===== src/sv/ltp_pkg.sv =====
// Package with the field widths, item kinds and controller interface types of the picker.
package ltp_pkg;

    localparam int DEF_NUM_THREADS = 8;

    localparam int KIND_W  = 2;
    localparam int IDX_W   = 3;
    localparam int CNT_W   = 8;
    localparam int RND_W   = 16;
    localparam int TOTAL_W = 11;

    localparam logic [KIND_W-1:0] KIND_LOAD   = 2'd0;
    localparam logic [KIND_W-1:0] KIND_RETIRE = 2'd1;
    localparam logic [KIND_W-1:0] KIND_DRAW   = 2'd2;

    typedef struct packed {
        logic wr;
        logic cap;
        logic sum_step;
        logic ptr_clr;
        logic div_step;
        logic scan_step;
        logic out_load;
    } t_cmd;

    typedef struct packed {
        logic idx_ok;
        logic ptr_last;
        logic div_last;
        logic total_zero;
    } t_status;

endpackage


===== src/sv/ltp_ram.sv =====
// Generic single-write, single-read RAM with a registered read port.
module ltp_ram #(
    parameter int WIDTH = 8,
    parameter int DEPTH = 8
) (
    input  logic                     i_clk,
    input  logic                     i_wr_en,
    input  logic [$clog2(DEPTH)-1:0] i_wr_addr,
    input  logic [WIDTH-1:0]         i_wr_data,
    input  logic                     i_rd_en,
    input  logic [$clog2(DEPTH)-1:0] i_rd_addr,
    output logic [WIDTH-1:0]         o_rd_data
);

    logic [WIDTH-1:0] r_mem [DEPTH];
    logic [WIDTH-1:0] r_rd_data;

    always_ff @(posedge i_clk) begin
        if (i_wr_en) begin
            r_mem[i_wr_addr] <= i_wr_data;
        end
        if (i_rd_en) begin
            r_rd_data <= r_mem[i_rd_addr];
        end
    end

    assign o_rd_data = r_rd_data;

endmodule


===== src/sv/ltp_datapath.sv =====
// Datapath of the picker: ticket store, summing pass, remainder unit and ticket scan.
module ltp_datapath #(
    parameter int NUM_THREADS = ltp_pkg::DEF_NUM_THREADS
) (
    input  logic                        i_clk,
    input  logic                        i_rst_n,
    input  ltp_pkg::t_cmd               i_cmd,
    output ltp_pkg::t_status            o_status,
    input  logic [ltp_pkg::KIND_W-1:0]  i_kind,
    input  logic [ltp_pkg::IDX_W-1:0]   i_thread_index,
    input  logic [ltp_pkg::CNT_W-1:0]   i_ticket_count,
    input  logic [ltp_pkg::RND_W-1:0]   i_random_value,
    output logic [ltp_pkg::IDX_W-1:0]   o_chosen_thread,
    output logic                        o_none_left,
    output logic [ltp_pkg::TOTAL_W-1:0] o_ticket_total
);

    import ltp_pkg::*;

    localparam int AW    = $clog2(NUM_THREADS);
    localparam int SUM_W = CNT_W + AW;
    localparam int BIT_W = $clog2(RND_W);
    localparam int XW    = IDX_W + AW;

    logic [NUM_THREADS-1:0] r_valid;
    logic                   r_rd_vbit;
    logic                   r_pend_sum;
    logic                   r_pend_scan;
    logic [AW-1:0]          r_ptr;
    logic [AW-1:0]          r_pend_addr;
    logic [SUM_W-1:0]       r_total;
    logic [SUM_W-1:0]       r_rem;
    logic [RND_W-1:0]       r_dvd;
    logic [BIT_W-1:0]       r_bit;
    logic [SUM_W-1:0]       r_run;
    logic                   r_found;
    logic [AW-1:0]          r_pick;
    logic [IDX_W-1:0]       r_out_thread;
    logic                   r_out_none;
    logic [TOTAL_W-1:0]     r_out_total;

    logic [XW-1:0]          idx_ext;
    logic [CNT_W-1:0]       wr_data;
    logic                   rd_en;
    logic [CNT_W-1:0]       ram_q;
    logic [CNT_W-1:0]       rd_tk;
    logic [SUM_W:0]         trial;
    logic [SUM_W:0]         total_ext;
    logic [SUM_W-1:0]       n_run;
    logic [XW-1:0]          pick_ext;
    logic [SUM_W+TOTAL_W-1:0] total_wide;

    assign idx_ext   = {{AW{1'b0}}, i_thread_index};
    assign wr_data   = (i_kind == KIND_LOAD) ? i_ticket_count : '0;
    assign rd_en     = i_cmd.sum_step | i_cmd.scan_step;
    assign rd_tk     = r_rd_vbit ? ram_q : '0;
    assign trial     = {r_rem, r_dvd[RND_W-1]};
    assign total_ext = {1'b0, r_total};
    assign n_run     = r_run + SUM_W'(rd_tk);
    assign pick_ext  = {{IDX_W{1'b0}}, r_pick};
    assign total_wide = {{TOTAL_W{1'b0}}, r_total};

    ltp_ram #(
        .WIDTH (CNT_W),
        .DEPTH (NUM_THREADS)
    ) u_ram (
        .i_clk     (i_clk),
        .i_wr_en   (i_cmd.wr),
        .i_wr_addr (idx_ext[AW-1:0]),
        .i_wr_data (wr_data),
        .i_rd_en   (rd_en),
        .i_rd_addr (r_ptr),
        .o_rd_data (ram_q)
    );

    always_ff @(posedge i_clk) begin
        if (!i_rst_n) begin
            r_valid     <= '0;
            r_pend_sum  <= 1'b0;
            r_pend_scan <= 1'b0;
        end else begin
            if (i_cmd.wr) begin
                r_valid[idx_ext[AW-1:0]] <= 1'b1;
            end
            r_pend_sum  <= i_cmd.sum_step;
            r_pend_scan <= i_cmd.scan_step;
        end
    end

    always_ff @(posedge i_clk) begin
        if (rd_en) begin
            r_rd_vbit   <= r_valid[r_ptr];
            r_pend_addr <= r_ptr;
            r_ptr       <= r_ptr + AW'(1);
        end
        if (i_cmd.ptr_clr) begin
            r_ptr <= '0;
        end
        if (r_pend_sum) begin
            r_total <= r_total + SUM_W'(rd_tk);
        end
        if (r_pend_scan) begin
            r_run <= n_run;
            if (!r_found && (n_run > r_rem)) begin
                r_found <= 1'b1;
                r_pick  <= r_pend_addr;
            end
        end
        if (i_cmd.div_step) begin
            if (trial >= total_ext) begin
                r_rem <= SUM_W'(trial - total_ext);
            end else begin
                r_rem <= trial[SUM_W-1:0];
            end
            r_dvd <= {r_dvd[RND_W-2:0], 1'b0};
            r_bit <= r_bit + BIT_W'(1);
        end
        if (i_cmd.cap) begin
            r_ptr   <= '0;
            r_total <= '0;
            r_rem   <= '0;
            r_dvd   <= i_random_value;
            r_bit   <= '0;
            r_run   <= '0;
            r_found <= 1'b0;
            r_pick  <= '0;
        end
        if (i_cmd.out_load) begin
            r_out_thread <= pick_ext[IDX_W-1:0];
            r_out_none   <= (r_total == '0);
            r_out_total  <= total_wide[TOTAL_W-1:0];
        end
    end

    assign o_status.idx_ok     = (idx_ext < XW'(NUM_THREADS));
    assign o_status.ptr_last   = (r_ptr == AW'(NUM_THREADS - 1));
    assign o_status.div_last   = (r_bit == BIT_W'(RND_W - 1));
    assign o_status.total_zero = (r_total == '0);

    assign o_chosen_thread = r_out_thread;
    assign o_none_left     = r_out_none;
    assign o_ticket_total  = r_out_total;

endmodule


===== src/sv/ltp_ctrl.sv =====
// Controller state machine that sequences loads, retires and draws of the picker.
module ltp_ctrl (
    input  logic                       i_clk,
    input  logic                       i_rst_n,
    input  logic                       i_in_valid,
    output logic                       o_in_stall,
    input  logic [ltp_pkg::KIND_W-1:0] i_kind,
    output logic                       o_out_valid,
    input  logic                       i_out_stall,
    input  ltp_pkg::t_status           i_status,
    output ltp_pkg::t_cmd              o_cmd
);

    import ltp_pkg::*;

    typedef enum logic [2:0] {
        S_IDLE,
        S_SUM,
        S_SUM_END,
        S_DIV,
        S_SCAN,
        S_SCAN_END,
        S_OUT
    } t_state;

    t_state r_state;
    t_state n_state;
    logic   r_out_vld;
    logic   n_out_vld;
    t_cmd   cmd;

    always_comb begin
        n_state   = r_state;
        n_out_vld = r_out_vld;
        cmd       = '0;
        if (r_out_vld && !i_out_stall) begin
            n_out_vld = 1'b0;
        end
        case (r_state)
            S_IDLE: begin
                if (i_in_valid) begin
                    case (i_kind)
                        KIND_LOAD, KIND_RETIRE: begin
                            cmd.wr = i_status.idx_ok;
                        end
                        KIND_DRAW: begin
                            cmd.cap = 1'b1;
                            n_state = S_SUM;
                        end
                        default: begin
                        end
                    endcase
                end
            end
            S_SUM: begin
                cmd.sum_step = 1'b1;
                if (i_status.ptr_last) begin
                    n_state = S_SUM_END;
                end
            end
            S_SUM_END: begin
                cmd.ptr_clr = 1'b1;
                n_state     = S_DIV;
            end
            S_DIV: begin
                if (i_status.total_zero) begin
                    n_state = S_OUT;
                end else begin
                    cmd.div_step = 1'b1;
                    if (i_status.div_last) begin
                        n_state = S_SCAN;
                    end
                end
            end
            S_SCAN: begin
                cmd.scan_step = 1'b1;
                if (i_status.ptr_last) begin
                    n_state = S_SCAN_END;
                end
            end
            S_SCAN_END: begin
                n_state = S_OUT;
            end
            S_OUT: begin
                if (!r_out_vld || !i_out_stall) begin
                    cmd.out_load = 1'b1;
                    n_out_vld    = 1'b1;
                    n_state      = S_IDLE;
                end
            end
            default: begin
                n_state = S_IDLE;
            end
        endcase
    end

    always_ff @(posedge i_clk) begin
        if (!i_rst_n) begin
            r_state   <= S_IDLE;
            r_out_vld <= 1'b0;
        end else begin
            r_state   <= n_state;
            r_out_vld <= n_out_vld;
        end
    end

    assign o_in_stall  = (r_state != S_IDLE);
    assign o_out_valid = r_out_vld;
    assign o_cmd       = cmd;

endmodule


===== src/sv/lottery_thread_picker.sv =====
// Lottery thread picker: a load or retire transaction updates one thread's tickets and
// leaves the input unstalled. A draw transaction sums the ticket store one entry per cycle,
// reduces the random value modulo the total in a one-bit-per-cycle remainder unit, and
// rescans the store for the first thread whose running sum exceeds the remainder. A draw
// keeps the input stalled until its result is loaded, through the two passes over the single
// read port of the ticket store and the 16 remainder steps (when no tickets are left, the
// remainder steps and the rescan are skipped). The result sits in an output register, so a
// new transaction is taken while the previous result waits.
module lottery_thread_picker #(
    parameter int NUM_THREADS = ltp_pkg::DEF_NUM_THREADS
) (
    input  logic                        i_clk,
    input  logic                        i_rst_n,
    input  logic                        i_in_valid,
    output logic                        o_in_stall,
    input  logic [ltp_pkg::KIND_W-1:0]  i_kind,
    input  logic [ltp_pkg::IDX_W-1:0]   i_thread_index,
    input  logic [ltp_pkg::CNT_W-1:0]   i_ticket_count,
    input  logic [ltp_pkg::RND_W-1:0]   i_random_value,
    output logic                        o_out_valid,
    input  logic                        i_out_stall,
    output logic [ltp_pkg::IDX_W-1:0]   o_chosen_thread,
    output logic                        o_none_left,
    output logic [ltp_pkg::TOTAL_W-1:0] o_ticket_total
);

    import ltp_pkg::*;

    t_cmd    cmd;
    t_status status;

    ltp_ctrl u_ctrl (
        .i_clk       (i_clk),
        .i_rst_n     (i_rst_n),
        .i_in_valid  (i_in_valid),
        .o_in_stall  (o_in_stall),
        .i_kind      (i_kind),
        .o_out_valid (o_out_valid),
        .i_out_stall (i_out_stall),
        .i_status    (status),
        .o_cmd       (cmd)
    );

    ltp_datapath #(
        .NUM_THREADS (NUM_THREADS)
    ) u_datapath (
        .i_clk           (i_clk),
        .i_rst_n         (i_rst_n),
        .i_cmd           (cmd),
        .o_status        (status),
        .i_kind          (i_kind),
        .i_thread_index  (i_thread_index),
        .i_ticket_count  (i_ticket_count),
        .i_random_value  (i_random_value),
        .o_chosen_thread (o_chosen_thread),
        .o_none_left     (o_none_left),
        .o_ticket_total  (o_ticket_total)
    );

endmodule


===== config.mk =====
export PLATFORM = sky130hd
export DESIGN_NAME = lottery_thread_picker
export DESIGN_NICKNAME = d
export VERILOG_FILES = /design/src/sv/ltp_pkg.sv /design/src/sv/ltp_ram.sv /design/src/sv/ltp_datapath.sv /design/src/sv/ltp_ctrl.sv /design/src/sv/lottery_thread_picker.sv
export SDC_FILE = /design/constraint.sdc
export NUM_CORES = 1
export LEC_CHECK = 0
export ABC_AREA = 0
export BUFFER_PORTS_ARGS = -buffer_cell sky130_fd_sc_hd__buf_2
export CORE_MARGIN = 10
export CORE_UTILIZATION = 45
export CTS_CLUSTER_SIZE = 30
export DETAILED_ROUTE_END_ITERATION = 10
export GPL_TIMING_DRIVEN = 0
export HOLD_SLACK_MARGIN = 0.02
export PLACE_DENSITY_LB_ADDON = 0.2
export SLEW_MARGIN = 20
export SYNTH_ARGS = -nofsm -noshare
export SYNTH_HDL_FRONTEND = slang
export SYNTH_HIERARCHICAL = 1
export SYNTH_SLANG_ARGS = --single-unit

===== constraint.sdc =====
create_clock -name i_clk -period 9.4 [get_ports i_clk]
set_clock_uncertainty 0.05 [all_clocks]
set_input_delay 0 -clock i_clk [delete_from_list [all_inputs] [get_ports i_clk]]
set_output_delay 0 -clock i_clk [all_outputs]
set_load 0.05 [all_outputs]

Word-level counts from Yosys, hierarchy flattened
Memory sizes are Yosys's and may differ from the RTL's. A register that Yosys moved wholly into a read port is not among the register bits.
Index checks and enable logic that the tools add are counted.
{ "word_totals": {"reg_bits": 93, "ram_bits": 64, "input_bits": 33, "out_inout_bits": 17, "word_cells": 97, "n_memories": 1} }
{ "op_classes": {"add_sub_neg": 5, "order_cmp": 6, "n_eq_ne": 16, "muxes": 33, "n_bitwise": 2, "n_reduce_logical": 16} }
{ "mem_list": {"columns": ["name", "words", "word_bits", "read_ports", "rd_clocked_by_memory_dff", "write_ports", "line_no", "rtl"], "rows": [
  ["u_datapath.u_ram.r_mem", 8, 8, 1, 1, 1, "ltp_ram.sv:15", "logic [WIDTH-1:0] r_mem [DEPTH];"]
]} }
{ "op_table": {"columns": ["operator", "count"], "rows": [
  ["$mux W16", 2],
  ["$add A11 B8 Y11", 2],
  ["$mux W3", 7],
  ["$pmux W3 S7", 1],
  ["$mux W1", 16],
  ["$mux W8", 2],
  ["$eq A3 B3 Y1 const B", 4],
  ["$ge A12 B11 Y1", 1],
  ["$lt A3 B4 Y1 const B", 3],
  ["$gt A11 B11 Y1", 1],
  ["$logic_not A11 Y1", 1],
  ["$mux W11", 1],
  ["$sub A11 B11 Y11", 1],
  ["$ne A2 B2 Y1 const B", 4],
  ["$or A8 B8 Y8", 1],
  ["$eq A3 B2 Y1 const B", 2],
  ["$reduce_and A6 Y1", 1],
  ["$add A4 B1 Y4 const B", 1],
  ["$eq A4 B4 Y1 const B", 1],
  ["$mux W2", 2],
  ["$reduce_or A2 Y1", 2],
  ["$add A3 B1 Y3 const B", 1],
  ["$bmux W1 S3", 1],
  ["$demux W1 S3", 1],
  ["15 further kinds", 19]
]} }

Logic depth before layout (Yosys ltp)
Gate-level depths: netlist of run 1.
{ "logic_depth": {"ltp_word": 7, "depth_mapped": 19, "depth_no_buf": 16} }

Modules after synthesis
Netlist of run 1, hierarchy kept.
{ "modules_own_cells": {"columns": ["module", "n_inst", "cells_each", "area_each_um2", "seq_area_each_um2"], "rows": [
  ["ltp_datapath", 1, 538, 5222.5, 2132.0],
  ["ltp_ram", 1, 114, 2771.4, 2162.1],
  ["ltp_ctrl", 1, 38, 310.3, 80.1]
]} }

Worst setup path after synthesis of run 1
Ideal clock, no wire load.
{ "synth_timing": {"path_kind": "register -> register", "start": "reg u_datapath.r_rd_vbit", "end": "reg u_datapath.r_pick[0]", "setup_time_ps": 128, "t_arrival_ps": 3667, "t_required_ps": 9222, "path_slack_ps": 5555, "path_stages_with_launch": 20, "path_buffers": 3, "period_less_slack_ps": 3845, "cell_sequence": "edfxtp_1 > buf_2 > buf_2 > clkbuf_1 > and2_1 > ha_1 > a21oi_1 > nor3b_1 > o311a_1 > o31ai_2 > o21ai_1 > nand2_1 > xnor2_1 > ha_1 > nand3_1 > nor2_1 > o31ai_1 > a2111oi_2 > mux2i_1 > nor2_1"} }
{ "synth_between": {"elab_chain_cells": 5} }
{ "synth_lines": {"columns": ["element", "line_no", "rtl"], "rows": [
  ["start: declaration", "ltp_datapath.sv:26", "logic r_rd_vbit;"],
  ["start signal: assignment", "ltp_datapath.sv:92", "r_rd_vbit <= r_valid[r_ptr];"],
  ["$mux W8", "ltp_datapath.sv:56", "assign rd_tk = r_rd_vbit ? ram_q : '0;"],
  ["$add A11 B8 Y11", "ltp_datapath.sv:59", "assign n_run = r_run + SUM_W'(rd_tk);"],
  ["via u_datapath.n_run[9]", "ltp_datapath.sv:49", "logic [SUM_W-1:0] n_run;"],
  ["$gt A11 B11 Y1", "ltp_datapath.sv:104", "if (!r_found && (n_run > r_rem)) begin"],
  ["$logic_and A1 B1 Y1", "ltp_datapath.sv:104", null],
  ["$reduce_and A2 Y1 (no line)", null, null],
  ["end signal: assignment", "ltp_datapath.sv:106", "r_pick <= r_pend_addr;"],
  ["end: declaration", "ltp_datapath.sv:37", "logic [AW-1:0] r_pick;"]
]} }
The timed path passes the listed nets, and every way through them passes these cells.
A chain may end at the register's enable or synchronous reset.

Worst setup path after layout of run 1
Same ends and word-level chain as after synthesis.

==> results of run 1 <==
## layout make-up
| class | instances | area share [%] |
|---|---|---|
| repair buffers | 82 | 5.80 |
| plain buffers | 33 | 2.20 |
| flip-flops and latches | 165 | 44.5 |
| clock buffers | 19 | 4.61 |
| well taps | 229 | 2.91 |
| clock inverters | 13 | 1.99 |
| inverters | 32 | 1.22 |
| multi-input cells | 460 | 36.8 |
## how the worst min path moves through the flow
stage	startpoint	to	slack [ns]
after detailed placement	i_random_value[0]	u_datapath/r_dvd[0]$_SDFFCE_PN0P_	0.24
after floorplan	i_rst_n	u_ctrl/r_state[0]$_SDFFE_PN0P_	0.10
after global placement	i_random_value[0]	u_datapath/r_dvd[0]$_SDFFCE_PN0P_	0.24
after global routing	i_in_valid	u_ctrl/r_state[0]$_SDFFE_PN0P_	0.09
after CTS	i_kind[1]	u_datapath/r_valid[6]$_SDFFE_PN0P_	0.06
final	i_kind[1]	u_datapath/r_valid[6]$_SDFFE_PN0P_	0.07
## sequential cells by signal, summed over array words and instances (netlist names), 3 cells and up
signal / flops
u_datapath/u_ram/r_mem: 64
u_datapath/r_ptr: 3
u_datapath/o_chosen_thread: 3
u_datapath/u_ram/o_rd_data: 8
u_datapath/r_pend_addr: 3
u_datapath/r_pick: 3
u_datapath/r_valid: 8
u_datapath/o_ticket_total: 11
u_datapath/r_total: 11
u_datapath/r_run: 11
u_datapath/r_rem: 11
u_datapath/r_dvd: 16
u_ctrl/r_state: 3
u_datapath/r_bit: 4
## layer usage
| metal | up-vias | share of wire (%) | global-route usage (%) |
|---|---|---|---|
| li1 | 2766 | - | - |
| met1 | 2736 | 44 | 18.8 |
| met2 | 109 | 50 | 26.6 |
| met3 | 23 | 3.4 | 3.31 |
| met4 | 0 | 2.2 | 6.03 |
| met5 | - | 0 | 0 |
## what timing repair did
action	in CTS	in global routing
endpoints found under the hold margin	111	0
hold buffers	31	0
resized for setup	0	0
## cells in the final DEF, fill, tap and decap left out, types with 6 or more instances in the layout
| cell type | count |
|---|---|
| xnor2_1 | 16 |
| nand3_1 | 10 |
| o21ai_0 | 10 |
| and2_1 | 17 |
| mux2_2 | 24 |
| o21a_1 | 11 |
| dfxtp_1 | 58 |
| xor2_1 | 15 |
| nor2_1 | 73 |
| a21o_1 | 8 |
| nand2_1 | 38 |
| inv_1 | 32 |
| a31oi_1 | 6 |
| a21oi_1 | 26 |
| nand2b_1 | 15 |
| mux4_1 | 15 |
| mux2i_1 | 23 |
| edfxtp_1 | 107 |
| clkbuf_1 | 11 |
| ha_1 | 37 |
| nor2b_1 | 6 |
| buf_1 | 8 |
| buf_2 | 54 |
| nand4_1 | 6 |
| clkbuf_16 | 17 |
| a211oi_1 | 10 |
| dlygate4sd3_1 | 31 |
| nor3_1 | 11 |
## report_power, final
part | total [mW] | switching (mW) | internal, mW
sequential | 0.833 | 0.0288 | 0.805
clock | 0.757 | 0.293 | 0.464
combinational | 0.448 | 0.230 | 0.219
total | 2.04 | 0.551 | 1.49
## worst max-delay path: cells and delay by family (launching register included)
kind | cells | cell delay (ns)
xor gates and xnor gates | 1 | 0.15
muxes | 1 | 0.28
DFF | 1 | 0.31
and+or+nand+nor | 6 | 1.08
AOI/OAI and AO/OA | 6 | 1.65
adders and majority gates | 2 | 0.59
buffers and inverters | 3 | 0.79
## cells by family after synthesis
| logic type | synth area share [%] |
|---|---|
| multiplexers | 11.6 |
| other | 0.0452 |
| flip-flops | 52.7 |
| adder cells (fa/ha/maj) | 5.82 |
| buffers and inverters | 4.05 |
| XOR/XNOR | 3.27 |
| AO/OA/AOI/OAI | 10.4 |
| AND/OR/NAND/NOR | 12.2 |
## metrics by stage
step	utilization (%)	worst slack, ns	std cells
after global routing	54.3	4.03	1033
after floorplan	-	5.56	690
after CTS	54.3	4.42	1033
after detailed placement	49.0	4.46	970
final	54.3	4.36	1033
after global placement	48.9	4.58	968
==> metrics.md, run 1 <==
| Metric | Value |
|---|---|
| Register bit count reported by yosys | `165` |
| Area Growth Syn to Fin | `18.4%` |
| Reg clk slew, reported paths | `0.06 ns` |
| Syn Area/Cell | `12.0 sq um` |
| Power Dens Cells | `207 nW/um^2` |
| Final nets | `862` |
| Period utilization | `53.6%` |
| Die area | `24300 sq um` |
| RSZ-0062 raised after global routing | `false` |
| HP Class | `in2reg` |
| Final Setup Violations | `0` |
| Tot Pwr | `2.04 mW` |
| Crit-path max FO | `10` |
| Site Rows | `49` |
| Largest net degree at the start of global routing | `17` |
| Share of cells above drive strength 1 | `17.5%` |
| Primary FF master, synth | `edfxtp_1` |
| Die H | `156 um` |
| Most numerous cell in the Yosys netlist | `edfxtp_1` |
| LEAKAGE | `3.71 nW` |
| Clk buf depth | `2` |
| First-pass GRT wire length | `29.9 mm` |
| Worst R2R Setup Slack | `4.36 ns` |
| Multi-input logic area | `3610 sq um` |
| Max-slew violation count | `0` |
| FF-to-FF End | `u_datapath/r_pick[0]$_SDFFE_PP0P_` |
| Post-synth ARST share | `0%` |
| Crit path to | `u_datapath/r_pick[0]$_SDFFE_PP0P_` |
| Drt wl/cell | `17.8 um` |
| Vias in the first global route | `5763` |
| CTS buffer count | `17` |
| Cell Area, Synth | `8300 sq um` |
| Setup_tns | `0 ns` |
| Worst-case reg-to-reg path depth | `19` |
| Slew margin rel. | `35.0%` |
| WHS | `0.0712 ns` |
| Core Area | `18100 sq um` |
| Cells after synthesis | `690` |
| Post-synth EDFFs | `107` |
| Arrival time worst endpoint | `5.28 ns` |
| Remaining global-route overflow | `0` |
| Max frequency | `198 MHz` |
| CP max-delay cell | `a2111oi_2` |
| Top cells by area, synth | `edfxtp_1 39%, dfxtp_1 14%, ha_1 5.6%, mux4_1 4.7%, nor2_1 3.3%` |
| Yosys top cell area share | `38.7%` |
| Post-route minimum period | `5.04 ns` |
| Register area | `4370 sq um` |
| Detailed Place HPWL | `13.4 mm` |
| Setup repair bufs after CTS | `0` |
| Root Driver | `clkbuf_16` |
| DRT iter0 DRCs | `322` |
| Status | `finished clean` |
| Via-to-Cell Ratio | `5.45` |
| Fin. Hold Viols | `0` |
| Fillers | `1533` |
| Synth warn | `6` |
| Crit. End Element | `flop` |
| Register area share after synthesis | `52.7%` |
| VDD IR max | `0.000146 V` |
| CP Launch Type | `flop` |
| Unique masters post-synth | `72` |
| Crit-path max cell delay | `0.82 ns` |
| WS Path Type | `reg2reg` |
| CTS tree | `built` |
| GR Util All Layers | `15.6%` |
| Reg-to-reg startpoint | `u_datapath/r_rd_vbit$_DFFE_PP_` |
| Pre-antenna DRT Iters | `4` |
| Die X | `156 um` |
| Max cap viols | `0` |
| Top Ports | `50` |
| Number of antenna violations at the first check in global routing | `0` |
| CP required | `9.64 ns` |
| Hold Path Stages | `5` |
| Critical path cell sequence | `buf_2 -> buf_2 -> clkbuf_1 -> and2_1 -> ha_1 -> a21oi_1 -> nor3b_1 -> o311a_1 -> o31ai_2 -> o21ai_1 -> nand2_1 -> xnor2_1 -> ha_1 -> nand3_1 -> nor2_1 -> o31ai_1 -> a2111oi_2 -> mux2i_1 -> nor2_1` |
| Synth cell count leaders | `107 x edfxtp_1, 73 x nor2_1, 58 x dfxtp_1, 38 x nand2_1, 37 x ha_1` |
| Area after DPL | `8860 sq um` |
| Starting Density | `45.9%` |
| Least-Margin Pin Slew | `0.971 ns` |
| N_diodes | `0` |
| Total number of vias | `5634` |
| Syn Nets | `761` |
| Clk_lat worst skew | `0.43 ns` |
| Cell taking the most area after synthesis | `edfxtp_1` |
| Worst Setup SP | `u_datapath/r_rd_vbit$_DFFE_PP_` |
| DRC Markers | `0` |
| Detail Route Antenna Nets | `0` |
| H-tree levels | `4` |
| Detailed Route WL | `18.4 mm` |
| Gpl congestion | `0.912` |
| Port buffer count | `49` |
| Final Cell Area | `9830 sq um` |
| CTS sink cnt | `165` |
(Power assumes the default switching activity.)
==> run 2, diff against run 1 <==
==> constraint.sdc (replaced) <==
create_clock -name i_clk -period 4.05 [get_ports i_clk]
set_clock_uncertainty 0.05 [all_clocks]
set_input_delay 0 -clock i_clk [delete_from_list [all_inputs] [get_ports i_clk]]
set_output_delay 0 -clock i_clk [all_outputs]
set_load 0.05 [all_outputs]
==> run 2 against run 1 <==
  * Global-route usage grew 0.098 points
  * Sequential power grew 130%
  * Clock-buffer cell count is the same
  * Critical path depth grew 1
  * Clock power grew 130%
  * Flip-flop and latch count is the same
  * Utilization grew 1.8 points
  * Largest power group unchanged
  * Die area is the same
  * First-iteration DRC count shrank 7.1%
  * Sequential share of layout area shrank 1.4 points
  * Combinational power grew 140%
  * Critical path type unchanged
==> metrics.md, run 2 (same netlist as run 1, synthesis figures left out) <==
| Metric | Value |
|---|---|
| Combinational share of power | `22.5%` |
| Clk buf depth | `2` |
| CTS tree | `built` |
| CP Launch Type | `flop` |
| Top Ports | `50` |
| Switching Fraction | `27.2%` |
| Share of cells above drive strength 1 | `21.5%` |
| Reg power frac | `40.6%` |
| Post-route minimum period | `3.91 ns` |
| Root Driver | `clkbuf_16` |
| Detailed Route WL | `18.9 mm` |
| Reg-to-reg startpoint | `u_datapath/r_rd_vbit$_DFFE_PP_` |
| Leading cell type in the layout, fill and taps excluded | `edfxtp_1` |
| Dpl cells | `970` |
| Final nets | `876` |
| Crit-path max FO | `6` |
| N_diodes | `0` |
| Clk_lat worst skew | `0.43 ns` |
| Max frequency | `255 MHz` |
| Area Growth Syn to Fin | `22.2%` |
| Detailed Place HPWL | `13.4 mm` |
| Most frequent cells in the layout | `107 x edfxtp_1, 70 x nor2_1, 58 x dfxtp_1, 52 x buf_2, 37 x nand2_1` |
| Number of antenna violations at the first check in global routing | `0` |
| DRT iter0 DRCs | `299` |
| Die X | `156 um` |
| H-tree levels | `4` |
| Total number of vias | `5732` |
| Die H | `156 um` |
| Via-to-Cell Ratio | `5.47` |
| Tot Pwr | `4.76 mW` |
| Clock power frac | `36.9%` |
| WS Path Type | `reg2reg` |
| VDD IR max | `0.000296 V` |
| Port buffer count | `49` |
| Detail Route Antenna Nets | `0` |
| Pre-antenna DRT Iters | `6` |
| Net switching power | `1.30 mW` |
| Crit. End Element | `flop` |
| WHS | `0.0647 ns` |
| Least-Margin Pin Slew | `0.958 ns` |
| Worst R2R Setup Slack | `0.14 ns` |
| Gpl congestion | `0.912` |
| Worst Setup SP | `u_datapath/r_rd_vbit$_DFFE_PP_` |
| Core Area | `18100 sq um` |
| Cell-internal power | `3.47 mW` |
| Starting Density | `45.9%` |
| Pre-CTS WS | `-0.892 ns` |
| Final worst slack | `0.135 ns` |
| LEAKAGE | `3.84 nW` |
| Drt wl/cell | `18.0 um` |
| Vias in the first global route | `5803` |
| Reg clk slew, reported paths | `0.06 ns` |
| Max cap viols | `0` |
| Setup_tns | `0 ns` |
| Top Registers | `u_datapath/u_ram/r_mem: 64 flops, u_datapath/r_dvd: 16 flops` |
| Status | `finished clean` |
| Period utilization | `96.7%` |
| Die area | `24300 sq um` |
| Slew margin rel. | `35.9%` |
| Max reg flops | `64` |
| Largest net degree at the start of global routing | `17` |
| Largest Register | `u_datapath/u_ram/r_mem` |
| Arrival time worst endpoint | `4.16 ns` |
| HP Class | `in2reg` |
| Remaining global-route overflow | `0` |
| CP required | `4.30 ns` |
| Final Setup Violations | `0` |
| CTS sink cnt | `165` |
| CTS buffer count | `17` |
| Max-slew violation count | `0` |
| Hold Startpoint | `i_kind[1]` |
| Site Rows | `49` |
| Fin. Hold Viols | `0` |
| DRC Markers | `0` |
| First-pass GRT wire length | `30.1 mm` |
| GR Util All Layers | `15.7%` |
| Final Non-Filler Cells | `1047` |
| Power Dens Cells | `469 nW/um^2` |
-- run 2: changes by cell type in the layout (fill, tap and decap cells not counted), moves of 3 or more --
cell,delta
a21oi_1,-3
buf_4,+13
ha_1,-4
nor2_1,-3
-- run 2: routing by layer --
metal	part of all wire, %	global-route usage, %
met1	44	19.0
met2	51	27.0
met3	3.2	3.39
met4	2.0	5.49
met5	0	0
-- run 2: what timing repair did --
| action | in CTS | in global routing |
|---|---|---|
| buffers inserted | 3 | 10 |
| pin swaps | 5 | 14 |
| hold buffers | 31 | 0 |
| resized for setup | 22 | 19 |
| gates cloned | 0 | 1 |
| endpoints found under the hold margin | 111 | 0 |
| endpoints found under the setup margin | 4 | 4 |
-- run 2: layout make-up --
class / instances / area [sq um]
multi-input cells: 460 / 3780
inverters: 32 / 120
clock buffers: 19 / 453
well taps: 229 / 287
clock inverters: 13 / 195
plain buffers: 33 / 244
repair buffers: 96 / 693
fillers: 1491 / 7940
flip-flops and latches: 165 / 4370
-- run 2: critical path, cell delays in order (launching register included) --
cell and delay, ns:
edfxtp_1 0.39, buf_6 0.15, buf_8 0.13, buf_8 0.12, and2_4 0.17, ha_4 0.20
a21oi_4 0.16, nor3b_4 0.07, o311a_1 0.39, o31ai_4 0.23, o21ai_2 0.12, nand2_2 0.10
xnor2_2 0.06, ha_1 0.31, nand3_2 0.11, nor2_4 0.15, o31ai_4 0.08, a2111oi_4 0.31
buf_4 0.22, mux2i_1 0.20, nor2_1 0.06
-- run 2: metrics by stage --
step	util [%]	instance area (sq um)
after floorplan	-	8300
after global placement	48.9	8840
after detailed placement	49.0	8860
after CTS	55.0	9950
after global routing	56.1	10200
final	56.1	10200
-- run 2: final timing paths --
kind,end,depth (start not counted)
worst min-delay path,u_datapath/r_valid[6]$_SDFFE_PN0P_,5
worst max-delay path,u_datapath/r_pick[0]$_SDFFE_PP0P_,20
worst max register to register,u_datapath/r_pick[0]$_SDFFE_PP0P_,20
worst min register to register,u_datapath/o_chosen_thread[0]$_DFFE_PP_,0
-- run 2: power groups by stage --
| stage | Clock (mW) | Combinational [mW] | Sequential, mW |
|---|---|---|---|
| floorplan | 0 | 0.791 | 1.94 |
| global placement | 0 | 0.993 | 1.97 |
| detailed placement | 0 | 1.01 | 1.97 |
| CTS | 1.79 | 1.05 | 1.93 |
| global route | 1.86 | 1.18 | 1.94 |
| finish | 1.76 | 1.07 | 1.94 |
